[config.mk]
export PLATFORM = sky130hd
export DESIGN_NAME = skt_seq
export DESIGN_NICKNAME = d
export VERILOG_FILES = /design/src/rtl/core/skt_pkg.sv /design/src/rtl/core/skt_seq.sv
export SDC_FILE = /design/constraint.sdc
export NUM_CORES = 1
export LEC_CHECK = 0
export ABC_AREA = 0
export ABC_CLOCK_PERIOD_IN_PS = 3800
export CAP_MARGIN = 15
export CORE_AREA = 2 2 161 163
export DETAILED_ROUTE_END_ITERATION = 7
export DIE_AREA = 0 0 163 165
export DONT_BUFFER_PORTS = 1
export PLACE_DENSITY_LB_ADDON = 0.15
export SYNTH_ARGS = -nofsm -noshare
export SYNTH_HDL_FRONTEND = slang
export SYNTH_SLANG_ARGS = --single-unit
[constraint.sdc]
create_clock -name clk -period 3.8 [get_ports clk]
set_input_delay 0.57 -clock clk [delete_from_list [all_inputs] [get_ports clk]]
set_output_delay 0.57 -clock clk [all_outputs]
set_load 0.05 [all_outputs]
[src/rtl/core/skt_pkg.sv]
// ============================================================================
// skt_pkg - shared types and constants for the sorted key table
// Transaction structs, operation and status codes, sequencer states.
// ============================================================================
package skt_pkg;

    localparam int KEY_W = 31;
    localparam int PAY_W = 64;
    localparam int POS_W = 7;
    localparam int CNT_W = 7;

    typedef enum logic [1:0] {
        OP_INSERT = 2'd0,
        OP_REMOVE = 2'd1,
        OP_READ   = 2'd2,
        OP_NOP    = 2'd3
    } op_e_t;

    typedef enum logic [1:0] {
        STS_OK        = 2'd0,
        STS_FULL      = 2'd1,
        STS_NOT_FOUND = 2'd2,
        STS_BEYOND    = 2'd3
    } status_e_t;

    typedef enum logic [3:0] {
        ST_IDLE,
        ST_DISPATCH,
        ST_INS_FIRST,
        ST_INS_SCAN_RD,
        ST_INS_SCAN_CMP,
        ST_INS_SHIFT_RD,
        ST_INS_SHIFT_WR,
        ST_REM_SCAN_RD,
        ST_REM_SCAN_CMP,
        ST_REM_SHIFT_RD,
        ST_REM_SHIFT_WR,
        ST_RD_WAIT,
        ST_DONE
    } state_e_t;

    typedef struct packed {
        logic [1:0]       op;
        logic [KEY_W-1:0] key;
        logic [PAY_W-1:0] payload;
        logic [POS_W-1:0] position;
    } req_item_t;

    typedef struct packed {
        status_e_t        status;
        logic [KEY_W-1:0] key_out;
        logic [PAY_W-1:0] payload_out;
        logic [CNT_W-1:0] count;
        logic             empty_res;
    } rsp_item_t;

    typedef struct packed {
        logic [KEY_W-1:0] key;
        logic [PAY_W-1:0] payload;
    } entry_t;

endpackage

[src/rtl/core/skt_seq.sv]
// ============================================================================
// skt_seq - operation sequencer
// Scans and shifts the table one entry at a time through a single key
// comparator and the memory's single read port and single write port.
// ============================================================================
module skt_seq #(
    parameter int CAPACITY = 64,
    parameter int AW       = 6,
    parameter int CW       = 7
) (
    input  logic               clk,
    input  logic               rst_n,
    input  logic               req_valid,
    output logic               req_stall,
    input  skt_pkg::req_item_t req_data,
    output logic               res_valid,
    input  logic               res_take,
    output skt_pkg::rsp_item_t res_data,
    output logic [AW-1:0]      rd_addr,
    output logic               wr_en,
    output logic [AW-1:0]      wr_addr,
    output skt_pkg::entry_t    wr_entry,
    input  skt_pkg::entry_t    rd_entry
);
    import skt_pkg::*;

    localparam int CMPW = (CW > POS_W) ? CW : POS_W;
    localparam logic [CW-1:0] CAP_C = CW'(CAPACITY);

    state_e_t         state_reg, state_next;
    logic [CW-1:0]    count_reg, count_next;
    op_e_t            op_reg, op_next;
    logic [KEY_W-1:0] key_reg, key_next;
    logic [PAY_W-1:0] pay_reg, pay_next;
    logic [POS_W-1:0] pos_reg, pos_next;
    logic [CW-1:0]    idx_reg, idx_next;
    logic [CW-1:0]    j_reg, j_next;
    status_e_t        status_reg, status_next;
    logic [KEY_W-1:0] res_key_reg, res_key_next;
    logic [PAY_W-1:0] res_pay_reg, res_pay_next;

    logic             rd_lt;
    logic             rd_eq;
    logic [CW-1:0]    j_m1;
    logic [CW-1:0]    j_p1;
    logic [CMPW-1:0]  count_ext;
    logic [CMPW-1:0]  pos_eff;
    logic [CMPW-1:0]  pos_m1;

    // shared key comparator: stored key against the operand key
    assign rd_lt = rd_entry.key < key_reg;
    assign rd_eq = rd_entry.key == key_reg;

    assign j_m1      = j_reg - CW'(1);
    assign j_p1      = j_reg + CW'(1);
    assign count_ext = CMPW'(count_reg);
    assign pos_eff   = (pos_reg == '0) ? CMPW'(1) : CMPW'(pos_reg);
    assign pos_m1    = pos_eff - CMPW'(1);

    assign req_stall = state_reg != ST_IDLE;

    // offer the result while in the final state
    assign res_valid = state_reg == ST_DONE;

    // control state
    always_ff @(posedge clk or negedge rst_n)
    begin
        if (!rst_n)
        begin
            state_reg <= ST_IDLE;
            count_reg <= '0;
        end
        else
        begin
            state_reg <= state_next;
            count_reg <= count_next;
        end
    end

    // operand and work registers
    always_ff @(posedge clk)
    begin
        op_reg      <= op_next;
        key_reg     <= key_next;
        pay_reg     <= pay_next;
        pos_reg     <= pos_next;
        idx_reg     <= idx_next;
        j_reg       <= j_next;
        status_reg  <= status_next;
        res_key_reg <= res_key_next;
        res_pay_reg <= res_pay_next;
    end

    // next state and memory control
    always_comb
    begin
        state_next   = state_reg;
        count_next   = count_reg;
        op_next      = op_reg;
        key_next     = key_reg;
        pay_next     = pay_reg;
        pos_next     = pos_reg;
        idx_next     = idx_reg;
        j_next       = j_reg;
        status_next  = status_reg;
        res_key_next = res_key_reg;
        res_pay_next = res_pay_reg;
        rd_addr      = '0;
        wr_en        = 1'b0;
        wr_addr      = '0;
        wr_entry     = '0;

        unique case (state_reg)
            ST_IDLE:
            begin
                // capture the transaction
                if (req_valid)
                begin
                    op_next    = op_e_t'(req_data.op);
                    key_next   = req_data.key;
                    pay_next   = req_data.payload;
                    pos_next   = req_data.position;
                    state_next = ST_DISPATCH;
                end
            end
            ST_DISPATCH:
            begin
                res_key_next = '0;
                res_pay_next = '0;
                status_next  = STS_OK;
                unique case (op_reg)
                    OP_INSERT:
                    begin
                        if (count_reg >= CAP_C)
                        begin
                            status_next = STS_FULL;
                            state_next  = ST_DONE;
                        end
                        else if (count_reg == '0)
                        begin
                            idx_next   = '0;
                            j_next     = count_reg;
                            state_next = ST_INS_SHIFT_RD;
                        end
                        else
                        begin
                            rd_addr    = '0;
                            state_next = ST_INS_FIRST;
                        end
                    end
                    OP_REMOVE:
                    begin
                        idx_next   = '0;
                        state_next = ST_REM_SCAN_RD;
                    end
                    OP_READ:
                    begin
                        if (pos_eff > count_ext)
                        begin
                            status_next = STS_BEYOND;
                            state_next  = ST_DONE;
                        end
                        else
                        begin
                            rd_addr    = pos_m1[AW-1:0];
                            state_next = ST_RD_WAIT;
                        end
                    end
                    OP_NOP:
                    begin
                        state_next = ST_DONE;
                    end
                    default:
                    begin
                        state_next = ST_DONE;
                    end
                endcase
            end
            ST_INS_FIRST:
            begin
                // a key below the first entry goes in front, else scan from one
                if (!rd_lt && !rd_eq)
                begin
                    idx_next   = '0;
                    j_next     = count_reg;
                    state_next = ST_INS_SHIFT_RD;
                end
                else
                begin
                    idx_next   = CW'(1);
                    state_next = ST_INS_SCAN_RD;
                end
            end
            ST_INS_SCAN_RD:
            begin
                if (idx_reg < count_reg)
                begin
                    rd_addr    = idx_reg[AW-1:0];
                    state_next = ST_INS_SCAN_CMP;
                end
                else
                begin
                    j_next     = count_reg;
                    state_next = ST_INS_SHIFT_RD;
                end
            end
            ST_INS_SCAN_CMP:
            begin
                if (rd_lt)
                begin
                    idx_next   = idx_reg + CW'(1);
                    state_next = ST_INS_SCAN_RD;
                end
                else
                begin
                    j_next     = count_reg;
                    state_next = ST_INS_SHIFT_RD;
                end
            end
            ST_INS_SHIFT_RD:
            begin
                // move entries up one place, then drop the new entry in the gap
                if (j_reg > idx_reg)
                begin
                    rd_addr    = j_m1[AW-1:0];
                    state_next = ST_INS_SHIFT_WR;
                end
                else
                begin
                    wr_en            = 1'b1;
                    wr_addr          = idx_reg[AW-1:0];
                    wr_entry.key     = key_reg;
                    wr_entry.payload = pay_reg;
                    count_next       = count_reg + CW'(1);
                    state_next       = ST_DONE;
                end
            end
            ST_INS_SHIFT_WR:
            begin
                wr_en      = 1'b1;
                wr_addr    = j_reg[AW-1:0];
                wr_entry   = rd_entry;
                j_next     = j_m1;
                state_next = ST_INS_SHIFT_RD;
            end
            ST_REM_SCAN_RD:
            begin
                if (idx_reg < count_reg)
                begin
                    rd_addr    = idx_reg[AW-1:0];
                    state_next = ST_REM_SCAN_CMP;
                end
                else
                begin
                    status_next = STS_NOT_FOUND;
                    state_next  = ST_DONE;
                end
            end
            ST_REM_SCAN_CMP:
            begin
                if (rd_eq)
                begin
                    j_next     = idx_reg;
                    state_next = ST_REM_SHIFT_RD;
                end
                else
                begin
                    idx_next   = idx_reg + CW'(1);
                    state_next = ST_REM_SCAN_RD;
                end
            end
            ST_REM_SHIFT_RD:
            begin
                // close the gap by moving later entries down one place
                if (j_p1 < count_reg)
                begin
                    rd_addr    = j_p1[AW-1:0];
                    state_next = ST_REM_SHIFT_WR;
                end
                else
                begin
                    count_next = count_reg - CW'(1);
                    state_next = ST_DONE;
                end
            end
            ST_REM_SHIFT_WR:
            begin
                wr_en      = 1'b1;
                wr_addr    = j_reg[AW-1:0];
                wr_entry   = rd_entry;
                j_next     = j_p1;
                state_next = ST_REM_SHIFT_RD;
            end
            ST_RD_WAIT:
            begin
                res_key_next = rd_entry.key;
                res_pay_next = rd_entry.payload;
                state_next   = ST_DONE;
            end
            ST_DONE:
            begin
                // hold the result until the output register takes it
                if (res_take)
                begin
                    state_next = ST_IDLE;
                end
            end
            default:
            begin
                state_next = ST_IDLE;
            end
        endcase
    end

    assign res_data.status      = status_reg;
    assign res_data.key_out     = res_key_reg;
    assign res_data.payload_out = res_pay_reg;
    assign res_data.count       = count_ext[CNT_W-1:0];
    assign res_data.empty_res   = count_reg == '0;

    a_count_bound: assert property (@(posedge clk) disable iff (!rst_n)
        count_reg <= CAP_C)
        else $error("entry count above capacity");

    a_count_step: assert property (@(posedge clk) disable iff (!rst_n)
        ##1 (count_reg == $past(count_reg) || count_reg == $past(count_reg) + CW'(1)
             || count_reg == $past(count_reg) - CW'(1)))
        else $error("entry count moved by more than one");

    a_count_idle: assert property (@(posedge clk) disable iff (!rst_n)
        (state_reg == ST_IDLE || state_reg == ST_DONE) |=> $stable(count_reg))
        else $error("entry count changed outside an operation");

    a_wr_range: assert property (@(posedge clk) disable iff (!rst_n)
        wr_en |-> (CW'(wr_addr) < CAP_C))
        else $error("write address beyond capacity");

endmodule

==> out/metrics.csv, run 1 <==
stage,metric,value,unit
run_status,outcome,"finished, final reports clean",
power_and_ir_drop,ir_drop,592,uV
global_routing,grt_pass1_wl,48.3,mm
place,io_buffers,0,
synth,synthSimpleGateAreaFrac,12.3,%
critical_path,arrival,3.10,ns
layout,nets,1289,
global_routing,grt_pass1_vias,7606,
timing,tightest_slew,0.870,ns
synth,synth_most_common_cell,edfxtp_1,
clocking,h-tree-depth,1,
layout,final_area,13700,um2
synth,synth.area.top_cells,"edfxtp_1 57%, a22o_1 7.6%, ha_1 7.2%",
clocking,cts_root_buf,clkbuf_16,
clocking,cts_tree,done,
layout,syn_to_final_growth,20.9,%
synth,yosys_register_bits,226,
synth,synth-main-ff-cell,edfxtp_1,
synth,synth_xor_area_share,1.78,%
critical_path,cp_max_fo,6,
timing,slew_headroom,41.7,%
synth,avgSynthCellArea,12.5,um2
power_and_ir_drop,p_leak,5.37,nW
timing,slew_violations,0,
clocking,cts_buffer_depth,3,
timing,period_minus_slack,3.67,ns
timing,fmax,0.272,GHz
synth,synth_mux_area_share,0.841,%
layout,fin_cells,1372,
timing,fin_crit_sh,96.7,%
floorplan,ios,418,
layout,seqCellArea,6730,um2
place,dpl_cell_area,12500,um2
synth,yosysTopAreaCell,edfxtp_1,
floorplan,initial_core_util,45.1,%
critical_path,crit_path_start_kind,flop,
critical_path,cp.required,3.23,ns
clocking,path_clk_slew,0.06,ns
clocking,worstSkewPairLatency,0.54,ns
min_path,hold_class,input pin to flop,
global_routing,antenna_found_initial,3,
route,wirelength,34.9,mm
route,post-route-drc-count,0,
timing,finalSetupViolCount,0,
global_routing,grt_overflow,0,
synth,synth_async_sr_flop_share,4.87,%
synth,synth_fp_nets,1172,
timing,finalClockSkew,0.0278,ns
synth,synth-edff-count,215,
synth,ys_warn_count,0,
place,place_hpwl,25.7,mm
synth,yosysSeqAreaShare,59.6,%
critical_path,critPathKind,flop to output port,
floorplan,rows,58,
synth,yosys.area.top_type_share,57.1,%
route,drt_first_pass_iters,5,
synth,synth_top_family_by_area,compound AO/OA/AOI/OAI gates,
place,place_congestion,0.897,
route,via_count,7934,
global_routing,grtUsageTotal,24.2,%
synth,synth_area,11300,um2
critical_path,endpoint_kind,output port,
synth,synth_compound_area_share,14.3,%
route,wl_per_cell,25.5,um
layout,multi_input_area,4260,um2
clocking,clkSinkCount,226,
layout,fillers,2111,
layout,drive_above_1_share,20.4,%
layout,fin_util,54.6,%
place,place_inst,1303,
synth,ys_types,65,
synth,syn_inst,903,
global_routing,grt_max_degree,89,
power_and_ir_drop,power.density,987,nW/um2
route,viasPerCell,5.78,
floorplan,die_y,165,um
floorplan,die_area,26900,um2
floorplan,core_area,25000,um2
route,ant_nets,0,
clocking,numCtsBuffers,26,
route,drtIter0Drc,719,
timing,finalHoldViolations,0,
job,drv_cap,0,
synth,synth_top_cells_by_count,"215 x edfxtp_1, 98 x a22o_1, 95 x and2_1",
floorplan,die_w,163,um
synth,yosys.area_share.adder,7.37,%
[worst max-delay path: stages, from the launching register on]
cell and delay (ns):
edfxtp_1 0.49, buf_4 0.19, ha_1 0.28, nor2b_1 0.14, o21ai_1 0.12, a21oi_1 0.17
o311a_1 0.48, a221oi_1 0.34, o221ai_1 0.17, buf_4 0.21
[per-layer routing]
layer  GRT usage (%)  part of all wire (%)
met1            30.9                    39
met2            40.5                    50
met3            6.60                   8.5
met4            6.96                   2.5
met5               0                     0
[cell families (layout without fill, tap and decap cells)]
kind of cell,count (synthesis),count (layout)
compound gates,214,214
xor+xnor,23,23
fa+ha+maj,66,66
buf+inv,104,240
flops,226,226
mux,9,9
other cells,0,3
simple gates,261,261
[metrics by stage]
step / worst slack, ns / setup TNS, ns / hold slack (ns) / power (mW)
3_5_place_dp: 0.410 / 0 / 0.275 / 10.6
5_1_grt: -0.0140 / -0.0170 / 0.0962 / 14.1
6_report: 0.127 / 0 / 0.119 / 13.5
4_1_cts: -0.0472 / -0.0472 / 0.0934 / 13.3
3_3_place_gp: 0.431 / 0 / 0.275 / 10.6
2_1_floorplan: 0.300 / 0 / 0.274 / 8.90
[worst paths after layout]
check                                    end           from  slack (ns)  depth (start not counted)
worst max-delay path              rd_addr[3]       j_reg[1]        0.13                          9
worst min-delay path               op_reg[1]  req_data[103]        0.12                          0
worst max register to register  count_ext[6]   state_reg[3]        0.73                         10
worst min register to register  count_ext[2]   count_ext[2]        0.62                          2
max in group asynchronous       count_ext[1]          rst_n        2.89                          1
min in group asynchronous       count_ext[6]          rst_n        0.47                          1
[cell type report]
| class | instances | area share [%] |
|---|---|---|
| antenna | 3 | 0.0550 |
| timing repair buffer | 136 | 8.13 |
| clock inverter | 18 | 1.87 |
| clock buffer | 29 | 4.85 |
| multi-input combinational | 573 | 31.2 |
| tap | 330 | 3.02 |
| inverter | 57 | 1.59 |
| sequential | 226 | 49.3 |
[where the power goes]
group	switching (mW)	internal, mW
clock network	1.01	1.66
registers	1.41	3.55
logic	3.99	1.87
[placed cells by master, fill, tap and decap left out, drive strengths merged, types with 18 or more instances in the layout]
master | netlist | final
edfxtp | 215 | 215
buf | 17 | 134
a22o | 98 | 98
and2 | 95 | 95
ha | 65 | 65
inv | 57 | 56
nand2 | 49 | 49
nor2 | 36 | 36
a21oi | 30 | 30
clkbuf | 30 | 30
o21ai | 30 | 30
nand3 | 20 | 20
nor3 | 18 | 18
[repair_timing]
item,in CTS,in global routing
endpoints found under the setup margin,6,17
buffers inserted,0,17
cloned,0,1
pin swaps,0,7
endpoints found under the hold margin,11,0
gates resized for setup,3,27
hold buffers,1,0
Note: power is estimated with default switching activity, not from simulation.
==> run 2: changes to the inputs <==
--- a/config.mk
+++ b/config.mk
@@ -13,6 +13,7 @@
 export DIE_AREA = 0 0 163 165
 export DONT_BUFFER_PORTS = 1
 export PLACE_DENSITY_LB_ADDON = 0.15
+export REMOVE_ABC_BUFFERS = 1
 export SYNTH_ARGS = -nofsm -noshare
 export SYNTH_HDL_FRONTEND = slang
 export SYNTH_SLANG_ARGS = --single-unit
==> run 2 against run 1 <==
Against the previous run:
- critical path depth unchanged
- clock power down 14%
- sequential power down 0.8%
- flip-flop and latch count unchanged
- non-clock buffer count down 62
- clock skew down 0.010 ns
- die area unchanged
- clock-buffer cell count up 6
- register-to-register slack worse by 0.12 ns
- largest cell class unchanged
==> out/metrics.csv, run 2 (synthesis results as in run 1) <==
stage,metric,value,unit
clocking,cts_root_buf,clkbuf_16,
min_path,hold_start,req_data[85],
place,io_buffers,0,
timing,finalHoldViolations,0,
floorplan,die_area,26900,um2
clocking,h-tree-depth,1,
timing,fmax,0.268,GHz
critical_path,crit_path_start_kind,flop,
timing,worst_slack,0.0755,ns
timing,hold_slack,0.134,ns
route,ant_nets,0,
timing,slew_violations,0,
power_and_ir_drop,seqPwrFrac,38.5,%
power_and_ir_drop,pwr-share-clk,18.0,%
layout,nets,1226,
route,post-route-drc-count,0,
clocking,worstSkewPairLatency,0.53,ns
timing,tightest_slew,0.940,ns
critical_path,cp.required,3.23,ns
critical_path,arrival,3.15,ns
power_and_ir_drop,swShare,49.0,%
layout,fin_cells,1307,
layout,layout_commonest_cell,edfxtp_1,
route,drtIter0Drc,629,
global_routing,antenna_found_initial,1,
layout,drive_above_1_share,22.1,%
place,place_inst,1233,
route,via_count,7679,
power_and_ir_drop,power,12.8,mW
timing,rsz0062_at_grt,true,
timing,fin_crit_sh,98.0,%
clocking,cts_tree,done,
floorplan,rows,58,
floorplan,core_area,25000,um2
floorplan,ios,418,
clocking,clkSinkCount,226,
power_and_ir_drop,p_switching,6.26,mW
critical_path,endpoint_kind,output port,
power_and_ir_drop,p_leak,5.01,nW
timing,finalClockSkew,0.0174,ns
route,wl_per_cell,26.1,um
min_path,hold_class,input pin to flop,
power_and_ir_drop,p_comb_share,43.5,%
timing,period_minus_slack,3.72,ns
global_routing,grtUsageTotal,24.4,%
layout,syn_to_final_growth,16.3,%
critical_path,r2r_start,state_reg[3],
global_routing,grt_pass1_wl,48.6,mm
critical_path,worst_r2r_endpoint,count_ext[6],
timing,finalSetupViolCount,0,
floorplan,initial_core_util,45.1,%
critical_path,critPathKind,flop to output port,
clocking,path_clk_slew,0.06,ns
critical_path,cp_max_fo,7,
floorplan,die_y,165,um
run_status,outcome,"finished, final reports clean",
route,viasPerCell,5.88,
global_routing,grt_overflow,0,
place,dp_worst_setup_slack,0.371,ns
clocking,cts_buffer_depth,3,
power_and_ir_drop,ir_drop,432,uV
place,place_hpwl,25.4,mm
power_and_ir_drop,p_int,6.51,mW
power_and_ir_drop,power.density,972,nW/um2
route,drt_first_pass_iters,5,
global_routing,grt_max_degree,69,
critical_path,rrSetupSlack,0.61,ns
critical_path,ff2ff_path_depth,10,
min_path,worstHoldEndpoint,key_reg[14],
route,wirelength,34.1,mm
timing,slew_headroom,37.2,%
clocking,numCtsBuffers,25,
floorplan,die_w,163,um
min_path,whs_path_depth,0,
job,drv_cap,0,
place,place_congestion,0.898,
critical_path,startpoint,j_reg[1],
layout,fillers,2159,
layout,mostFrequentLayoutCells,"215 x edfxtp_1, 95 x and2_1, 84 x a22o_2",
global_routing,grt_pass1_vias,7474,
## run 2: power by group through the flow
stage          Clock (mW)  Sequential, mW  Combinational (mW)
2_1_floorplan           0            5.03                3.80
3_3_place_gp            0            4.99                5.18
3_5_place_dp            0            5.00                5.17
4_1_cts              2.37            4.93                5.30
5_1_grt              2.45            4.97                5.93
6_report             2.30            4.91                5.55
## run 2: worst max-delay path by stage
stage,endpoint,slack [ns],cells after the start
5_1_grt,rd_addr[3],-0.02,9
6_report,rd_addr[3],0.08,9
4_1_cts,rd_addr[0],0.008,11
3_3_place_gp,rd_addr[3],0.41,11
2_1_floorplan,wr_addr[2],-1.62,4
3_5_place_dp,rd_addr[3],0.37,11
## run 2: area by class of cell
type	instances	area, um2	share of cell area, %
inverters	57	214	1.63
well taps	330	413	3.14
clock buffers	35	663	5.05
flip-flops and latches	226	6730	51.2
repair buffers	74	658	5.01
clock inverters	11	106	0.809
multi-input cells	573	4350	33.1
diodes	1	2.50	0.0190
## run 2: layer usage
metal / vias up / share of wire, % / wire length (um) / track usage [%]
li1: 3502 / - / - / -
met1: 3731 / 39 / 13200 / 29.6
met4: 0 / 3.2 / 1080 / 8.05
met5: - / 0 / 0 / 0
met2: 380 / 48 / 16400 / 40.7
met3: 66 / 10 / 3410 / 8.49
## run 2: worst max-delay path: stages (launching register included)
cell	delay, ns
edfxtp_1	0.52
buf_4	0.19
ha_1	0.28
nor2b_1	0.14
o21ai_1	0.15
a21oi_2	0.12
o311a_1	0.47
a221oi_1	0.39
o221ai_1	0.16
buf_4	0.21
## run 2: stage by stage
stage          instance area (um2)  TNS, ns  utilization, %
6_report                     13100        0            52.5
5_1_grt                      13100  -0.0170            52.5
4_1_cts                      12800        0            51.3
3_5_place_dp                 12000        0            47.8
3_3_place_gp                 12000        0            47.8
2_1_floorplan                11100  -165.18               -
## run 2: what timing repair did
item,4_1_cts,5_1_grt
pin swaps,1,4
resized for setup,16,85
setup endpoints to repair,90,80
setup buffers,7,19
hold endpoints to repair,11,0
hold buffers,1,0
==> run 3: changes to the inputs <==
--- a/config.mk
+++ b/config.mk
@@ -5,12 +5,12 @@
 export SDC_FILE = /design/constraint.sdc
 export NUM_CORES = 1
 export LEC_CHECK = 0
-export ABC_AREA = 0
+export ABC_AREA = 1
 export ABC_CLOCK_PERIOD_IN_PS = 3800
 export CAP_MARGIN = 15
-export CORE_AREA = 2 2 161 163
+export CORE_AREA = 2 2 164 166
 export DETAILED_ROUTE_END_ITERATION = 7
-export DIE_AREA = 0 0 163 165
+export DIE_AREA = 0 0 166 168
 export DONT_BUFFER_PORTS = 1
 export PLACE_DENSITY_LB_ADDON = 0.15
 export REMOVE_ABC_BUFFERS = 1
==> run 3 against run 2 <==
Against the previous run:
- first-iteration DRC count shrank 4.1%
- flip-flop and latch count is the same
- hold slack worse by 0.0047 ns
- non-clock buffer count increased by 51
- utilization increased by 3.4 points
- total power grew 5.5%
- via count rose by 14%
- routed wire length rose by 6.1%
- highest routed layer is now met5
==> out/metrics.csv, run 3 <==
stage,metric,value,unit
synth,synth.area.top_cells,"edfxtp_1 55%, nand2_1 7.4%, ha_1 6.9%",
critical_path,crit_path_start_kind,flop,
floorplan,die_area,27900,um2
power_and_ir_drop,power,13.5,mW
synth,ys_warn_count,0,
synth,synth-main-ff-cell,edfxtp_1,
timing,finalSetupTns,0,ns
critical_path,cp_max_fo,38,
clocking,cts_root_buf,clkbuf_16,
min_path,whs_path_depth,0,
global_routing,grtUsageTotal,24.7,%
power_and_ir_drop,p_leak,6.36,nW
critical_path,max_stage_delay,0.56,ns
timing,worst_slack,0.202,ns
min_path,worstHoldEndpoint,pay_reg[0],
layout,syn_to_final_growth,24.8,%
route,ant_nets,0,
synth,ys_types,41,
route,wirelength,36.2,mm
timing,rsz0062_at_grt,false,
critical_path,crit_top_cell,nand2_1,
clocking,clkSinkCount,226,
floorplan,initial_core_util,44.8,%
route,post-route-drc-count,0,
critical_path,cp.required,3.23,ns
place,place_hpwl,27.0,mm
synth,synth_async_sr_flop_share,4.87,%
timing,slew_headroom,36.5,%
floorplan,core_area,26400,um2
layout,nets,1571,
global_routing,grt_overflow,0,
synth,yosys_register_bits,226,
global_routing,grt_pass1_vias,8294,
route,viasPerCell,5.25,
synth,synth-edff-count,215,
critical_path,crit_path_cell_trace,inv_1 -> ha_1 -> nand2_1 -> nor2_1 -> nand2_1 -> nand2_1 -> nand2_1 -> nand2_2 -> buf_4 -> o22ai_2 -> buf_4,
layout,fillers,2211,
clocking,numCtsBuffers,26,
job,drv_cap,0,
floorplan,rows,60,
timing,slew_violations,0,
run_status,outcome,"finished, final reports clean",
synth,yosysTopAreaCell,edfxtp_1,
global_routing,antenna_found_initial,6,
place,dp_worst_setup_slack,0.400,ns
power_and_ir_drop,ir_drop,614,uV
route,drt_first_pass_iters,5,
power_and_ir_drop,power.density,914,nW/um2
critical_path,critPathKind,flop to output port,
timing,fmax,0.278,GHz
timing,finalSetupViolCount,0,
clocking,cts_tree,done,
floorplan,die_w,166,um
layout,fin_util,55.9,%
synth,avgSynthCellArea,9.99,um2
clocking,worstSkewPairLatency,0.53,ns
global_routing,grt_pass1_wl,52.6,mm
timing,period_minus_slack,3.60,ns
critical_path,critical-path-slowest-cell,buf_4,
place,place_congestion,0.923,
min_path,hold_class,input pin to flop,
route,wl_per_cell,21.7,um
timing,finalHoldViolations,0,
clocking,cts_buffer_depth,3,
critical_path,endpoint_kind,output port,
timing,tightest_slew,0.948,ns
clocking,path_clk_slew,0.06,ns
synth,synth_most_common_cell,nand2_1,
synth,yosys.area.top_type_share,54.7,%
critical_path,cp_top_family,buffers and inverters,
place,io_buffers,0,
layout,layout_commonest_cell,nand2_1,
critical_path,path_buf_inv,3,
critical_path,startpoint,idx_reg[3],
critical_path,r2r_start,idx_reg[3],
critical_path,worst_r2r_endpoint,count_ext[6],
global_routing,grt_max_degree,66,
floorplan,ios,418,
synth,synth_area,11800,um2
synth,synth_top_cells_by_count,"234 x nand2_1, 215 x edfxtp_1, 200 x inv_1",
layout,drive_above_1_share,18.6,%
route,drtIter0Drc,603,
critical_path,crit_cells,11,
timing,finalClockSkew,0.0126,ns
critical_path,arrival,3.03,ns
layout,mostFrequentLayoutCells,"230 x nand2_1, 215 x edfxtp_1, 199 x inv_1",
floorplan,die_y,168,um
timing,fin_crit_sh,94.7,%
clocking,h-tree-depth,1,
critical_path,rrSetupSlack,0.95,ns
min_path,hold_start,req_data[7],
critical_path,ff2ff_path_depth,12,
synth,yosysSeqAreaShare,57.0,%
synth,syn_inst,1182,
route,via_count,8757,
[run 3: worst register-to-register path: stages (launching register included)]
cell      delay (ns)
edfxtp_1        0.52
inv_1           0.21
ha_1            0.31
nand2_1         0.04
nor2_1          0.13
nand2_1         0.07
nand2_1         0.10
nand2_1         0.08
nand2_2         0.08
buf_4           0.56
nand2_2         0.31
inv_1           0.18
o21ai_0         0.13
[run 3: stage by stage]
step	instance area, um2	hold WS [ns]	cells
final	14700	0.129	1667
after global routing	14700	0.0992	1664
after global placement	13800	0.275	1611
after CTS	14700	0.102	1659
after detailed placement	13800	0.275	1611
after floorplan	11600	0.274	1149
[run 3: routing by layer]
layer,routed length [um],share of wire [%],track usage [%],vias up
met4,948,2.6,7.11,2
met3,3140,8.7,7.57,58
li1,-,-,-,4163
met1,14300,40,30.6,4147
met2,17700,49,42.1,387
met5,14,0.039,0,-
[run 3: final cells by class]
class                      count  area, um2  share of cell area, %
tap                          341        427                   2.89
antenna                        5       12.5                 0.0849
clock inverter                15        160                   1.09
clock buffer                  32        673                   4.57
inverter                     209        787                   5.34
timing repair buffer         125       1800                   12.2
sequential                   226       6730                   45.7
multi-input combinational    714       4150                   28.2
[run 3: power breakdown]
| group | switching (mW) | internal [mW] |
|---|---|---|
| clock | 1.02 | 1.46 |
| combinational | 4.08 | 2.03 |
| sequential | 1.31 | 3.58 |
| total | 6.40 | 7.07 |
[run 3: cell families (layout without fill, tap and decap cells)]
logic type / Yosys count / in the layout / share of synthesized area, %
xor gates and xnor gates: 19 / 19 / 1.41
AOI/OAI and AO/OA: 184 / 184 / 10.9
and+or+nand+nor: 445 / 445 / 15.1
adders and majority gates: 66 / 66 / 7.06
buffers and inverters: 242 / 381 / 8.55
DFF: 226 / 226 / 57.0
other: 0 / 5 / 0
[run 3: how the worst max path moves through the flow]
stage	end	slack (ns)
after floorplan	key_reg[0]	-2.26
final	wr_entry[74]	0.20
after global placement	rd_addr[5]	0.48
after CTS	rd_addr[1]	0.07
after global routing	rd_addr[1]	0.0007
after detailed placement	rd_addr[5]	0.40
[run 3: timing repair]
action	in CTS	in global routing
buffers inserted	0	3
resized for setup	6	10
pin swaps	0	3
hold endpoints to repair	11	0
hold buffers	1	0
setup endpoints to repair	6	5
